==> config.mk <==
export PLATFORM = sky130hd
export DESIGN_NAME = tbpr_palette
export DESIGN_NICKNAME = d
export VERILOG_FILES = /design/src/rtl/tbpr_pkg.sv /design/src/rtl/tbpr_palette.sv
export SDC_FILE = /design/constraint.sdc
export NUM_CORES = 1
export LEC_CHECK = 0
export BUFFER_PORTS_ARGS = -buffer_cell sky130_fd_sc_hd__buf_2
export CELL_PAD_IN_SITES_DETAIL_PLACEMENT = 0
export CELL_PAD_IN_SITES_GLOBAL_PLACEMENT = 1
export CORE_MARGIN = 1
export CORE_UTILIZATION = 54
export DETAILED_ROUTE_END_ITERATION = 6
export GPL_TIMING_DRIVEN = 0
export PLACE_DENSITY_LB_ADDON = 0.08
export SYNTH_ARGS = -nofsm -noshare
export SYNTH_HDL_FRONTEND = slang
export SYNTH_SLANG_ARGS = --single-unit
export TNS_END_PERCENT = 5
==> constraint.sdc <==
create_clock -name clock -period 2.35 [get_ports clock]
set_input_delay 0.1175 -clock clock [delete_from_list [all_inputs] [get_ports clock]]
set_output_delay 0.1175 -clock clock [all_outputs]
set_load 0.02 [all_outputs]
==> src/rtl/tbpr_pkg.sv <==
// ----------------------------------------------------------------------------
// tbpr_pkg
// shared types, codes and the master colour table of the background renderer
// ----------------------------------------------------------------------------
package tbpr_pkg;

   localparam logic OP_WRITE  = 1'b0;
   localparam logic OP_RENDER = 1'b1;

   localparam logic [1:0]  BUS_REGION_PATTERN = 2'b01;
   localparam logic [1:0]  BUS_REGION_NAMES   = 2'b10;
   localparam logic [5:0]  BUS_PAGE_PALETTE   = 6'h3F;
   localparam logic [11:0] ATTR_OFFSET        = 12'h3C0;
   localparam logic [5:0]  ROWS_PER_TABLE     = 6'd30;

   typedef enum logic [1:0] {
      ST_IDLE,
      ST_NAME,
      ST_PIXELS
   } state_type;

   typedef struct packed {
      logic        en;
      logic [13:0] addr;
      logic [7:0]  data;
   } bus_wr_type;

   typedef struct packed {
      logic        en;
      logic [11:0] addr_a;
      logic [11:0] addr_b;
   } rd_pair_type;

   localparam logic [23:0] MASTER_COLOURS [64] = '{
      24'h7C7C7C, 24'h0000FC, 24'h0000BC, 24'h4428BC,
      24'h940084, 24'hA80020, 24'hA81000, 24'h881400,
      24'h503000, 24'h007800, 24'h006800, 24'h005800,
      24'h004058, 24'h000000, 24'h000000, 24'h000000,
      24'hBCBCBC, 24'h0078F8, 24'h0058F8, 24'h6844FC,
      24'hD800CC, 24'hE40058, 24'hF83800, 24'hE45C10,
      24'hAC7C00, 24'h00B800, 24'h00A800, 24'h00A844,
      24'h008888, 24'h000000, 24'h000000, 24'h000000,
      24'hF8F8F8, 24'h3CBCFC, 24'h6888FC, 24'h9878F8,
      24'hF878F8, 24'hF85898, 24'hF87858, 24'hFCA044,
      24'hF8B800, 24'hB8F818, 24'h58D854, 24'h58F898,
      24'h00E8D8, 24'h787878, 24'h000000, 24'h000000,
      24'hFCFCFC, 24'hA4E4FC, 24'hB8B8F8, 24'hD8B8F8,
      24'hF8B8F8, 24'hF8A4C0, 24'hF0D0B0, 24'hFCE0A8,
      24'hF8D878, 24'hD8F878, 24'hB8F8B8, 24'hB8F8D8,
      24'h00FCFC, 24'hF8D8F8, 24'h000000, 24'h000000
   };

endpackage

==> src/rtl/tbpr_palette.sv <==
// ----------------------------------------------------------------------------
// tbpr_palette
// palette memory with entry mirroring on write and a registered read
// ----------------------------------------------------------------------------
module tbpr_palette
   import tbpr_pkg::*;
(
   input  logic       clock,
   input  bus_wr_type wr,
   input  logic       rd_en,
   input  logic [4:0] rd_addr,
   output logic [5:0] rd_q
);

   logic [5:0] palette_mem_ff [32];
   logic [5:0] rd_q_ff;
   logic [4:0] wr_entry;
   logic       we;

   assign we = wr.en && (wr.addr[13:8] == BUS_PAGE_PALETTE);

   // backdrop mirrors of the sprite palettes
   always_comb begin
      wr_entry = wr.addr[4:0];
      if (wr_entry[4] && (wr_entry[1:0] == 2'b00)) begin
         wr_entry[4] = 1'b0;
      end
   end

   always_ff @(posedge clock) begin
      if (we) begin
         palette_mem_ff[wr_entry] <= wr.data[5:0];
      end
      if (rd_en) begin
         rd_q_ff <= palette_mem_ff[rd_addr];
      end
   end

   assign rd_q = rd_q_ff;

endmodule

==> results.txt, run 1 <==
The maximum number of buffers from clock root to sink is 2, and the setup violation total in the final timing report is 0. The number of buffers created by CTS is 17. For the cell area after synthesis, the log shows 7660 um^2.

The run gives 0 as the number of setup buffers added after CTS. Across every metal layer, demand over resource in global routing totals 22.4%. At the end of routability-driven placement, the weighted congestion stood at 0.726. The transition time at the pin with the least slew margin is 830 ps, and the number of remaining DRC errors is 0. Measured against its own limit, the worst slew margin works out to 44.7%.

Category of the most critical setup path: in -> reg. The run gives 6 as the number of detailed-routing iterations run before antenna repair. Share of synthesized area occupied by flip-flops and latches: 77.6%. The maximum fanout along the worst path came out at 10. The run gives 14800 um as the final wirelength. The kind of path behind the tightest hold check is in -> reg. The floorplan die height was 121 um; the share of cells above drive strength 1 was 31.4%.

For flop-to-flop paths, the worst setup slack is 400 ps. Across the VDD grid, the largest voltage drop is 0.000572 V. The logs give 8710 um^2 for the post-route standard cell area excluding fillers and 43 for the number of placement rows.

Tracing the worst setup path back leads to its startpoint at rd_addr[2]. For the worst setup path, the data arrival time is 2440 ps. The routed via count was 3520; the worst setup skew after layout was 9.56 ps. TritonCTS built the clock tree.

The count of H-tree levels built during CTS was 4. The worst-case setup slack after placement is -429 ps. The worst register-to-register path begins at palette_mem_ff[30][2]$_DFFE_PP_. After detailed routing, the number of vias per cell comes to 5.96.

For hold timing, the worst endpoint is palette_mem_ff[4][1]$_DFFE_PP_. For the final count of pins violating max slew, the log shows 0. After detailed placement, the total cell area comes to 8110 um^2. The area inside the core boundary came out at 13900 um^2. From synthesis to final layout, the design area changed by 13.7%. Dividing the synthesized area by the synthesized cell count gives 23.4 um^2. Average wire length per cell after detail routing: 25.1 um.

The detailed router finished its first iteration with 393 violations. For this design the ratio of total power to cell area is 829 nW/um^2. Setup repair after global routing left no endpoint under its margin. The number of hold violations in the final report was 0; the number of diodes was 0. The number of input and output port buffers inserted was 27; the smallest setup slack after layout was 94.7 ps.

Cell depth of the worst hold path: 1. Summed over all nets, the half-perimeter wirelength after detailed placement is 9770 um. The run gives 430 ps as the clock latency reported for the late side of the worst-skew pair. The tools report the worst hold slack as 223 ps.

In this run the critical register-to-register path is captured at rd_q[2]$_DFFE_PP_. Derived from the worst setup path, the maximum achievable clock frequency is 0.443 GHz. Entering global routing, the biggest net connects 33 pins. The floorplan step set the die width to 121 um. The global-route wire length before repair is 22200 um. The number of max-cap violations came out at 0. The TritonCTS sink count was 198; the final cycle utilization of the critical path was 96.0%. The shortest clock period the worst path allows after layout came out at 2260 ps.

Number of antenna violations at the first check in global routing: 0. At the worst endpoint, the required time is 2540 ps. For this run, the post-layout net count is 428. The number of cells on the worst reg-to-reg path is 3, and the overflow left after global routing is 0.

In this run the static leakage power is 0.00276 uW. The flow ran to the end, and the final reports show no timing, DRC or antenna violations. After filler insertion, the fill cell instance count of the layout stands at 970. The total of flip-flops plus latches after synthesis was 198. The element type at the critical path start was an input port. Synthesis produced 328 cells. Via count of the first global-routing pass: 3485.

Clock-pin slew was measured on the worst setup and hold paths at 70 ps. In this run the remaining antenna-violating nets after routing total 0. The tools report the beginning of the worst hold path as wr[1]. For this configuration, the core starts out at a cell density of 55.2%.

The clock tree root buffer cell was sky130_fd_sc_hd__clkbuf_16. Yosys printed 0 warnings. In this run the count of I/O pins placed on the die edge is 36.

The die covers 14700 um^2. Synthesis instantiated 18 different standard cells from the library. Element type at the critical path end: a register.
critical path, cell delays in order:
cell	delay, ps
sky130_fd_sc_hd__clkbuf_1	440
sky130_fd_sc_hd__clkbuf_1	600
sky130_fd_sc_hd__mux4_2	460
sky130_fd_sc_hd__mux4_2	530
sky130_fd_sc_hd__mux2_2	290
worst max path at each step:
stage	endpoint
global route	rd_q[4]$_DFFE_PP_
CTS	rd_q[4]$_DFFE_PP_
detailed placement	rd_q[4]$_DFFE_PP_
global placement	rd_q[5]$_DFFE_PP_
floorplan	rd_q[0]$_DFFE_PP_
finish	rd_q[4]$_DFFE_PP_
per-layer routing:
metal	wire, um	global-route usage [%]	up-vias	share of wire (%)
met5	0	0	-	0
met2	6920	32.6	145	47
met4	222	7.95	0	1.5
met1	6750	34.7	1857	46
met3	927	3.85	11	6.3
li1	-	-	1507	-
through the flow:
stage          utilization (%)  setup TNS [ps]  power (uW)  cells
2_1_floorplan                -               0        4240    351
3_3_place_gp              58.4           -2310        4400    558
3_5_place_dp              58.4           -2410        4400    558
4_1_cts                   62.7               0        7250    591
5_1_grt                   62.8               0        7410    591
6_report                  62.8               0        7220    591
final cells by class:
class | instances | area, um^2 | share of cell area (%)
Buffer | 15 | 82.6 | 0.948
Sequential cell | 198 | 5950 | 68.3
Clock buffer | 18 | 429 | 4.93
Multi-Input combinational cell | 138 | 1720 | 19.8
Timing Repair Buffer | 28 | 145 | 1.67
Tap cell | 180 | 225 | 2.59
Clock inverter | 14 | 160 | 1.84
synth_stat cells:
library cell               count  area share, %
sky130_fd_sc_hd__buf_1         3           0.15
sky130_fd_sc_hd__nand3_1       3           0.20
sky130_fd_sc_hd__conb_1        1          0.049
sky130_fd_sc_hd__buf_2         2           0.13
sky130_fd_sc_hd__nand2_1       6           0.29
sky130_fd_sc_hd__o21a_1        1          0.098
sky130_fd_sc_hd__and3_1        1          0.082
sky130_fd_sc_hd__mux2_2        6           0.88
sky130_fd_sc_hd__nor2_1       30            1.5
sky130_fd_sc_hd__nand4b_1      2           0.23
sky130_fd_sc_hd__buf_6         3           0.44
sky130_fd_sc_hd__mux4_2       60             18
sky130_fd_sc_hd__and4_1        1           0.11
sky130_fd_sc_hd__nand4_1       1          0.082
sky130_fd_sc_hd__nor2b_1       2           0.16
sky130_fd_sc_hd__clkbuf_1      7           0.34
sky130_fd_sc_hd__edfxtp_1    198             78
sky130_fd_sc_hd__o21ai_0       1          0.065
cell usage in the layout, fill, tap and decap left out, drive strengths merged, types with 2 or more instances in the layout:
cell type / netlist / final
edfxtp: 198 / 198
clkbuf: 7 / 25
nand2: 6 / 6
clkinvlp: 0 / 5
nor2b: 2 / 2
mux2: 6 / 6
buf: 8 / 35
mux4: 60 / 60
clkinv: 0 / 6
bufinv: 0 / 3
conb: 1 / 24
nor2: 30 / 30
nand3: 3 / 3
nand4b: 2 / 2
state kept, by name, summed over array words and instances, names as in the netlist:
register,count
palette_mem_ff,192
rd_q,6
cell families (layout without fill, tap and decap cells):
| kind of cell | Yosys count | count (layout) | share of synthesized area, % |
|---|---|---|---|
| AND/OR/NAND/NOR | 46 | 46 | 2.63 |
| multiplexers | 66 | 66 | 18.5 |
| flip-flops | 198 | 198 | 77.6 |
| buffers and inverters | 15 | 75 | 1.06 |
| AO/OA/AOI/OAI | 2 | 2 | 0.163 |
| other | 1 | 24 | 0.0489 |
power breakdown:
part           leakage [uW]  total (uW)  switching (uW)  internal (uW)
logic              0.000684         380             212            168
registers           0.00180        3950            10.8           3940
clock network      0.000275        2890            1230           1660
what timing repair did:
| item | in CTS | in global routing |
|---|---|---|
| gates resized for setup | 0 | 2 |
| hold buffers | 1 | 0 |
| endpoints found under the hold margin | 6 | 0 |
| endpoints found under the setup margin | 0 | 4 |
Note: power is estimated with default switching activity, not from simulation.
==> run 2, diff against run 1 <==
--- a/config.mk
+++ b/config.mk
@@ -8,6 +8,7 @@
 export BUFFER_PORTS_ARGS = -buffer_cell sky130_fd_sc_hd__buf_2
 export CELL_PAD_IN_SITES_DETAIL_PLACEMENT = 0
 export CELL_PAD_IN_SITES_GLOBAL_PLACEMENT = 1
+export CORE_ASPECT_RATIO = 0.9
 export CORE_MARGIN = 1
 export CORE_UTILIZATION = 54
 export DETAILED_ROUTE_END_ITERATION = 6
==> results.txt, run 2 (synthesized netlist as in run 1, its figures left out) <==
For the number of fill cells in the layout, the log shows 965. The area growth from synthesis to layout is 13.5%. TritonCTS built the clock tree. The run gives 3524 as the via count of the first global-routing pass. In this run the worst hold path is classified as in -> reg. In this design, the stage delay of the slowest critical-path cell is 640 ps.

Ranked by flip-flop count, first place goes to palette_mem_ff. Routability-driven placement finished with a final weighted congestion of 0.778. The floorplan die height is 115 um. The library cells used most frequently in the layout, excluding fill and tap cells, are sky130_fd_sc_hd__edfxtp_1, sky130_fd_sc_hd__mux4_2, sky130_fd_sc_hd__nor2_1, sky130_fd_sc_hd__buf_2, sky130_fd_sc_hd__conb_1. At the worst endpoint, the arrival time is 2450 ps. Setup slack on the critical path of the routed design comes to 81.2 ps. Clock latency on the worst-skew pair, taken at its later pin, is 430 ps. The number of detailed-routing iterations run before antenna repair came out at 5. STA classifies the critical path endpoint as a register. TritonCTS created 17 clock buffers. The run gives 0 as the number of remaining DRC errors. The element type at the critical path start is an input port. Of all nets on the critical path, the largest fanout is 10. Walking the worst path, the cells encountered are clkbuf_1, clkbuf_1, mux4_2, mux4_2, mux2_2.

The horizontal extent of the die was 128 um; the share of cells above drive strength 1 was 30.8%. The TritonCTS sink count came out at 198. For the area of the die, the log shows 14700 um^2. Detailed placement ended at an HPWL of 9590 um. In this run the clock root is driven by a sky130_fd_sc_hd__clkbuf_16. The layout net count is 428. The run finished with clean final reports. The category of the most critical setup path was in -> reg. Entering global routing, the biggest net connects 33 pins. For this block, the routed nets add up to 14500 um of wire. Headroom to the max-slew limit came out at 42.4%. The required time at the worst-slack endpoint was 2530 ps.

The routed design could run at a clock period as short as 2270 ps. The run gives 56.3% as the initial core utilization. Summing internal, switching and leakage power gives 7140 uW. Based on the critical path, the design can be clocked at up to 0.441 GHz. Setup violations remaining at the end of the flow were counted as 0.

Leaving out fill and tap cells, the most frequent cell in the layout is sky130_fd_sc_hd__edfxtp_1. Once layout is complete, the cells apart from fillers number 598. The final cycle utilization of the critical path is 96.5%, and the number of diodes is 0.

Counting tap cells, the placed design contains a total of 567 instances. In this run the number of H-tree levels came out at 4. The flip-flop count of the largest register after layout works out to 192.

The average wire length per cell after detail routing was 24.3 um. The clock-pin slew reported for the worst setup and hold paths after clock tree synthesis is 70 ps. On the critical path, the stage with the largest delay is an instance of sky130_fd_sc_hd__clkbuf_1.

The run gives 0 as the final count of pins violating max slew. The DRC marker count from the first detailed-route iteration is 530, and the worst setup skew after layout is 7.31 ps. The logs give 0.000564 V for the worst supply voltage drop on vdd and 0.00277 uW for the leakage power total. In the global route stage, overall resource usage came out at 22.2%.

The total area inside the core boundary comes to 13600 um^2. 36 I/O pins were placed. The routed layout has 3453 vias. For the number of hold violations in the final report, the log shows 0. For the number of placement rows, the log shows 40.

Transition time at the pin with the least slew margin: 865 ps. The number of input and output port buffers inserted is 27, and the global-route wire length before repair is 22000 um. Global routing finished with a remaining overflow of 0. The detail route stage leaves a number of antenna-violating nets equal to 0. For the maximum number of buffers from clock root to sink, the log shows 2.

Power spread over the standard cell area amounts to 821 nW/um^2. After detailed routing, the number of vias per cell comes to 5.77. Timing analysis after detailed placement gives a worst setup slack of -411 ps. The run gives 0 as the number of antenna violations at the first check in global routing. In this run the post-CTS setup repair buffer count came out at 0.

Across the run, the number of max-cap violations was 0.
[run 2: what timing repair did]
item / CTS / global route
hold buffers: 1 / 0
endpoints found under the hold margin: 6 / 0
gates resized for setup: 0 / 2
endpoints found under the setup margin: 0 / 1
[run 2: final cells by class]
cell class	instances	area, um^2	share of cell area, %
buffer	15	82.6	0.949
clock buffer	18	429	4.93
clock inverter	12	136	1.57
multi-input combinational	138	1720	19.8
sequential	198	5950	68.4
tap	189	236	2.72
timing repair buffer	28	145	1.67
[run 2: worst max-delay path, delay by kind of cell]
family | cells | cell delay [ps]
buffers and inverters | 2 | 1080
multiplexers | 3 | 1240
[run 2: stage by stage]
stage | setup TNS (ps) | area [um^2] | utilization [%] | hold WS [ps]
3_5_place_dp | -2260 | 8120 | 59.7 | 419
4_1_cts | 0 | 8700 | 63.9 | 217
6_report | 0 | 8700 | 63.9 | 225
3_3_place_gp | -2340 | 8120 | 59.7 | 420
5_1_grt | -6.21 | 8700 | 63.9 | 236
2_1_floorplan | 0 | 7750 | - | 216
[run 2: path summary, 6_finish.rpt]
kind                                   start                              to  slack [ps]  cells after the start
max reg2reg  palette_mem_ff[31][4]$_DFFE_PP_               rd_q[4]$_DFFE_PP_         380                      3
min                                    wr[5]  palette_mem_ff[1][5]$_DFFE_PP_         230                      1
min reg2reg  palette_mem_ff[28][3]$_DFFE_PP_               rd_q[3]$_DFFE_PP_        1000                      3
max                               rd_addr[2]               rd_q[5]$_DFFE_PP_          80                      5
[run 2: where the power goes]
group / internal, uW / total, uW / leakage [uW] / switching, uW
clock network: 1640 / 2820 / 0.000284 / 1180
logic: 168 / 378 / 0.000684 / 210
registers: 3940 / 3950 / 0.00180 / 10.4
[run 2: routing by layer]
layer | wire [um] | vias up | track usage [%] | share of wire (%)
li1 | - | 1507 | - | -
met1 | 6900 | 1838 | 34.2 | 47
met2 | 6710 | 97 | 32.1 | 46
met3 | 812 | 11 | 5.44 | 5.6
met4 | 130 | 0 | 6.43 | 0.89
met5 | 0 | - | 0 | 0
==> run 3, diff against run 2 <==
--- a/config.mk
+++ b/config.mk
@@ -10,7 +10,7 @@
 export CELL_PAD_IN_SITES_GLOBAL_PLACEMENT = 1
 export CORE_ASPECT_RATIO = 0.9
 export CORE_MARGIN = 1
-export CORE_UTILIZATION = 54
+export CORE_UTILIZATION = 40
 export DETAILED_ROUTE_END_ITERATION = 6
 export GPL_TIMING_DRIVEN = 0
 export PLACE_DENSITY_LB_ADDON = 0.08
==> constraint.sdc (replaced) <==
create_clock -name clock -period 2.35 [get_ports clock]
set_input_delay 0.1175 -clock clock [delete_from_list [all_inputs] [get_ports clock]]
set_output_delay 0.1175 -clock clock [all_outputs]
set_load 0.01 [all_outputs]
==> results.txt, run 3 (synthesized netlist as in run 1, its figures left out) <==
Worst supply voltage drop on vdd: 0.000495 V. The flip-flop count of the largest register after layout was 192; the shortest clock period the worst path allows after layout was 2180 ps. The floorplan step defined a die boundary enclosing 19700 um^2.

The number of setup buffers added after CTS is 0. Number of max-cap violations: 0. Setup violations remaining at the end of the flow were counted as 0.

The final cycle utilization of the critical path was 92.6%. The number of clock buffers added by TritonCTS is 17. STA puts the critical path data arrival time at 2360 ps. Final hold analysis gives a worst-case slack of 234 ps.

For this run the aggregate overflow at the end of global routing stands at 0. Setup repair after global routing left no endpoint under its margin. The initial utilization of the core area, before any placement, comes to 41.2%. The critical path in this run is classified as in -> reg. The run gives 2530 ps as the required time at the worst-slack endpoint. The first global-routing pass estimated 24000 um of wire.

Area inside the core boundary: 18600 um^2. In this run the worst hold path is classified as in -> reg. Clock-pin slew was measured on the worst setup and hold paths at 60 ps.

In the routed layout, each cell is associated on average with a via count of 5.24. The count of placed standard cells including taps is 623, and the number of diodes is 0. Summed over all nets, the half-perimeter wirelength after detailed placement is 10700 um. For this run, design rule violations remaining after detail routing come to 0. For this run, the detailed router's first-pass iteration total came to 4. The tools report the final wirelength as 16200 um. palette_mem_ff holds more flip-flops than any other register. The horizontal extent of the die was 148 um; the TritonCTS sink count was 198. The tools report the clock latency reported for the late side of the worst-skew pair as 430 ps. The logs give 3440 for the routed via count and 7150 uW for the overall power after layout. Based on the critical path, the design can be clocked at up to 0.459 GHz.

The logs give 3569 for the via count of the first global-routing pass and 0.721 for the global placement routability congestion. In the layout the commonest cells are sky130_fd_sc_hd__edfxtp_1, sky130_fd_sc_hd__mux4_2, sky130_fd_sc_hd__nor2_1, sky130_fd_sc_hd__buf_2, sky130_fd_sc_hd__conb_1. The power density normalized to cell area works out to 815 nW/um^2. Once detail routing completed, the nets flagged for antenna violations numbered 0. After the first detailed-routing iteration, the DRC count stood at 276.

The H-tree was split into 4 levels. The maximum number of pins on one net before global-route repair came out at 33. The tree is rooted in a sky130_fd_sc_hd__clkbuf_16. The number of hold violations in the final report came out at 0. The library cell used most frequently in the layout, excluding fill and tap cells, is sky130_fd_sc_hd__edfxtp_1. The run gives 656 as the post-route non-filler standard cell count. The run gives 18.1% as the global router's overall resource usage.

Summed over all cells, the static leakage comes to 0.00275 uW. Share of cells above drive strength 1: 31.1%. The worst setup path is captured at a register.

Number of antenna violations at the first check in global routing: 0. During placement, the flow inserted port buffers numbering 27. After the last flow step, the layout net total stands at 428. The signed area change from the synthesized netlist to the final layout came out at 14.4%.

The average wire length per cell after detail routing was 24.7 um; the floorplan die height was 133 um. TritonCTS built the clock tree. The final count of pins violating max slew was 0. The logs give 36.9% for the relative max-transition margin and 36 for the number of top-level pins.

For the maximum number of buffers from clock root to sink, the log shows 2. The flow ran to the end, and the final reports show no timing, DRC or antenna violations. For the worst setup skew after layout, the log shows 5.33 ps. The maximum fanout along the worst path was 10; the number of placement rows was 47. At the pin with the least slew margin, the transition time is 946 ps. The tools report the element type at the critical path start as an input port.
==> run 3: what timing repair did <==
action                                 4_1_cts  5_1_grt
gates resized for setup                      2        0
endpoints found under the hold margin        6        0
hold buffers                                 1        0
setup endpoints to repair                    6        0
==> run 3: power breakdown <==
part / switching (uW) / total, uW / internal [uW]
Sequential: 10.5 / 3950 / 3940
Combinational: 213 / 381 / 168
Clock: 1260 / 2820 / 1570
Total: 1480 / 7150 / 5670
==> run 3: layer usage <==
metal	routed length, um	share of wire [%]	GRT usage [%]
met4	190	1.2	6.01
met3	856	5.3	3.90
met2	7390	46	26.4
met1	7800	48	27.2
met5	0	0	0
==> run 3: cell type report <==
type	instances	area, um^2
fill	1588	9810
clock buffer	20	437
timing repair buffer	28	145
buffer	15	83.8
clock inverter	12	129
tap	245	307
multi-input combinational	138	1720
sequential	198	5950
==> run 3: worst paths after layout <==
check	cells past startpoint	slack [ps]	to	startpoint
worst max-delay path	5	170	rd_q[3]$_DFFE_PP_	rd_addr[2]
worst min-delay path	3	230	rd_q[0]$_DFFE_PP_	rd_addr[4]
worst max register to register	3	410	rd_q[3]$_DFFE_PP_	palette_mem_ff[21][3]$_DFFE_PP_
worst min register to register	3	1020	rd_q[3]$_DFFE_PP_	palette_mem_ff[12][3]$_DFFE_PP_
==> run 3: through the flow <==
step | setup WS, ps | setup TNS, ps | instance area, um^2 | util, %
2_1_floorplan | 253 | 0 | 7750 | -
3_3_place_gp | -510 | -2930 | 8190 | 44.1
3_5_place_dp | -551 | -3190 | 8190 | 44.1
4_1_cts | 146 | 0 | 8770 | 47.2
5_1_grt | 146 | 0 | 8770 | 47.2
6_report | 173 | 0 | 8770 | 47.2
==> run 3: worst max-delay path, stage by stage <==
cell	delay [ps]
sky130_fd_sc_hd__clkbuf_1	560
sky130_fd_sc_hd__clkbuf_2	450
sky130_fd_sc_hd__mux4_2	420
sky130_fd_sc_hd__mux4_2	530
sky130_fd_sc_hd__mux2_2	280
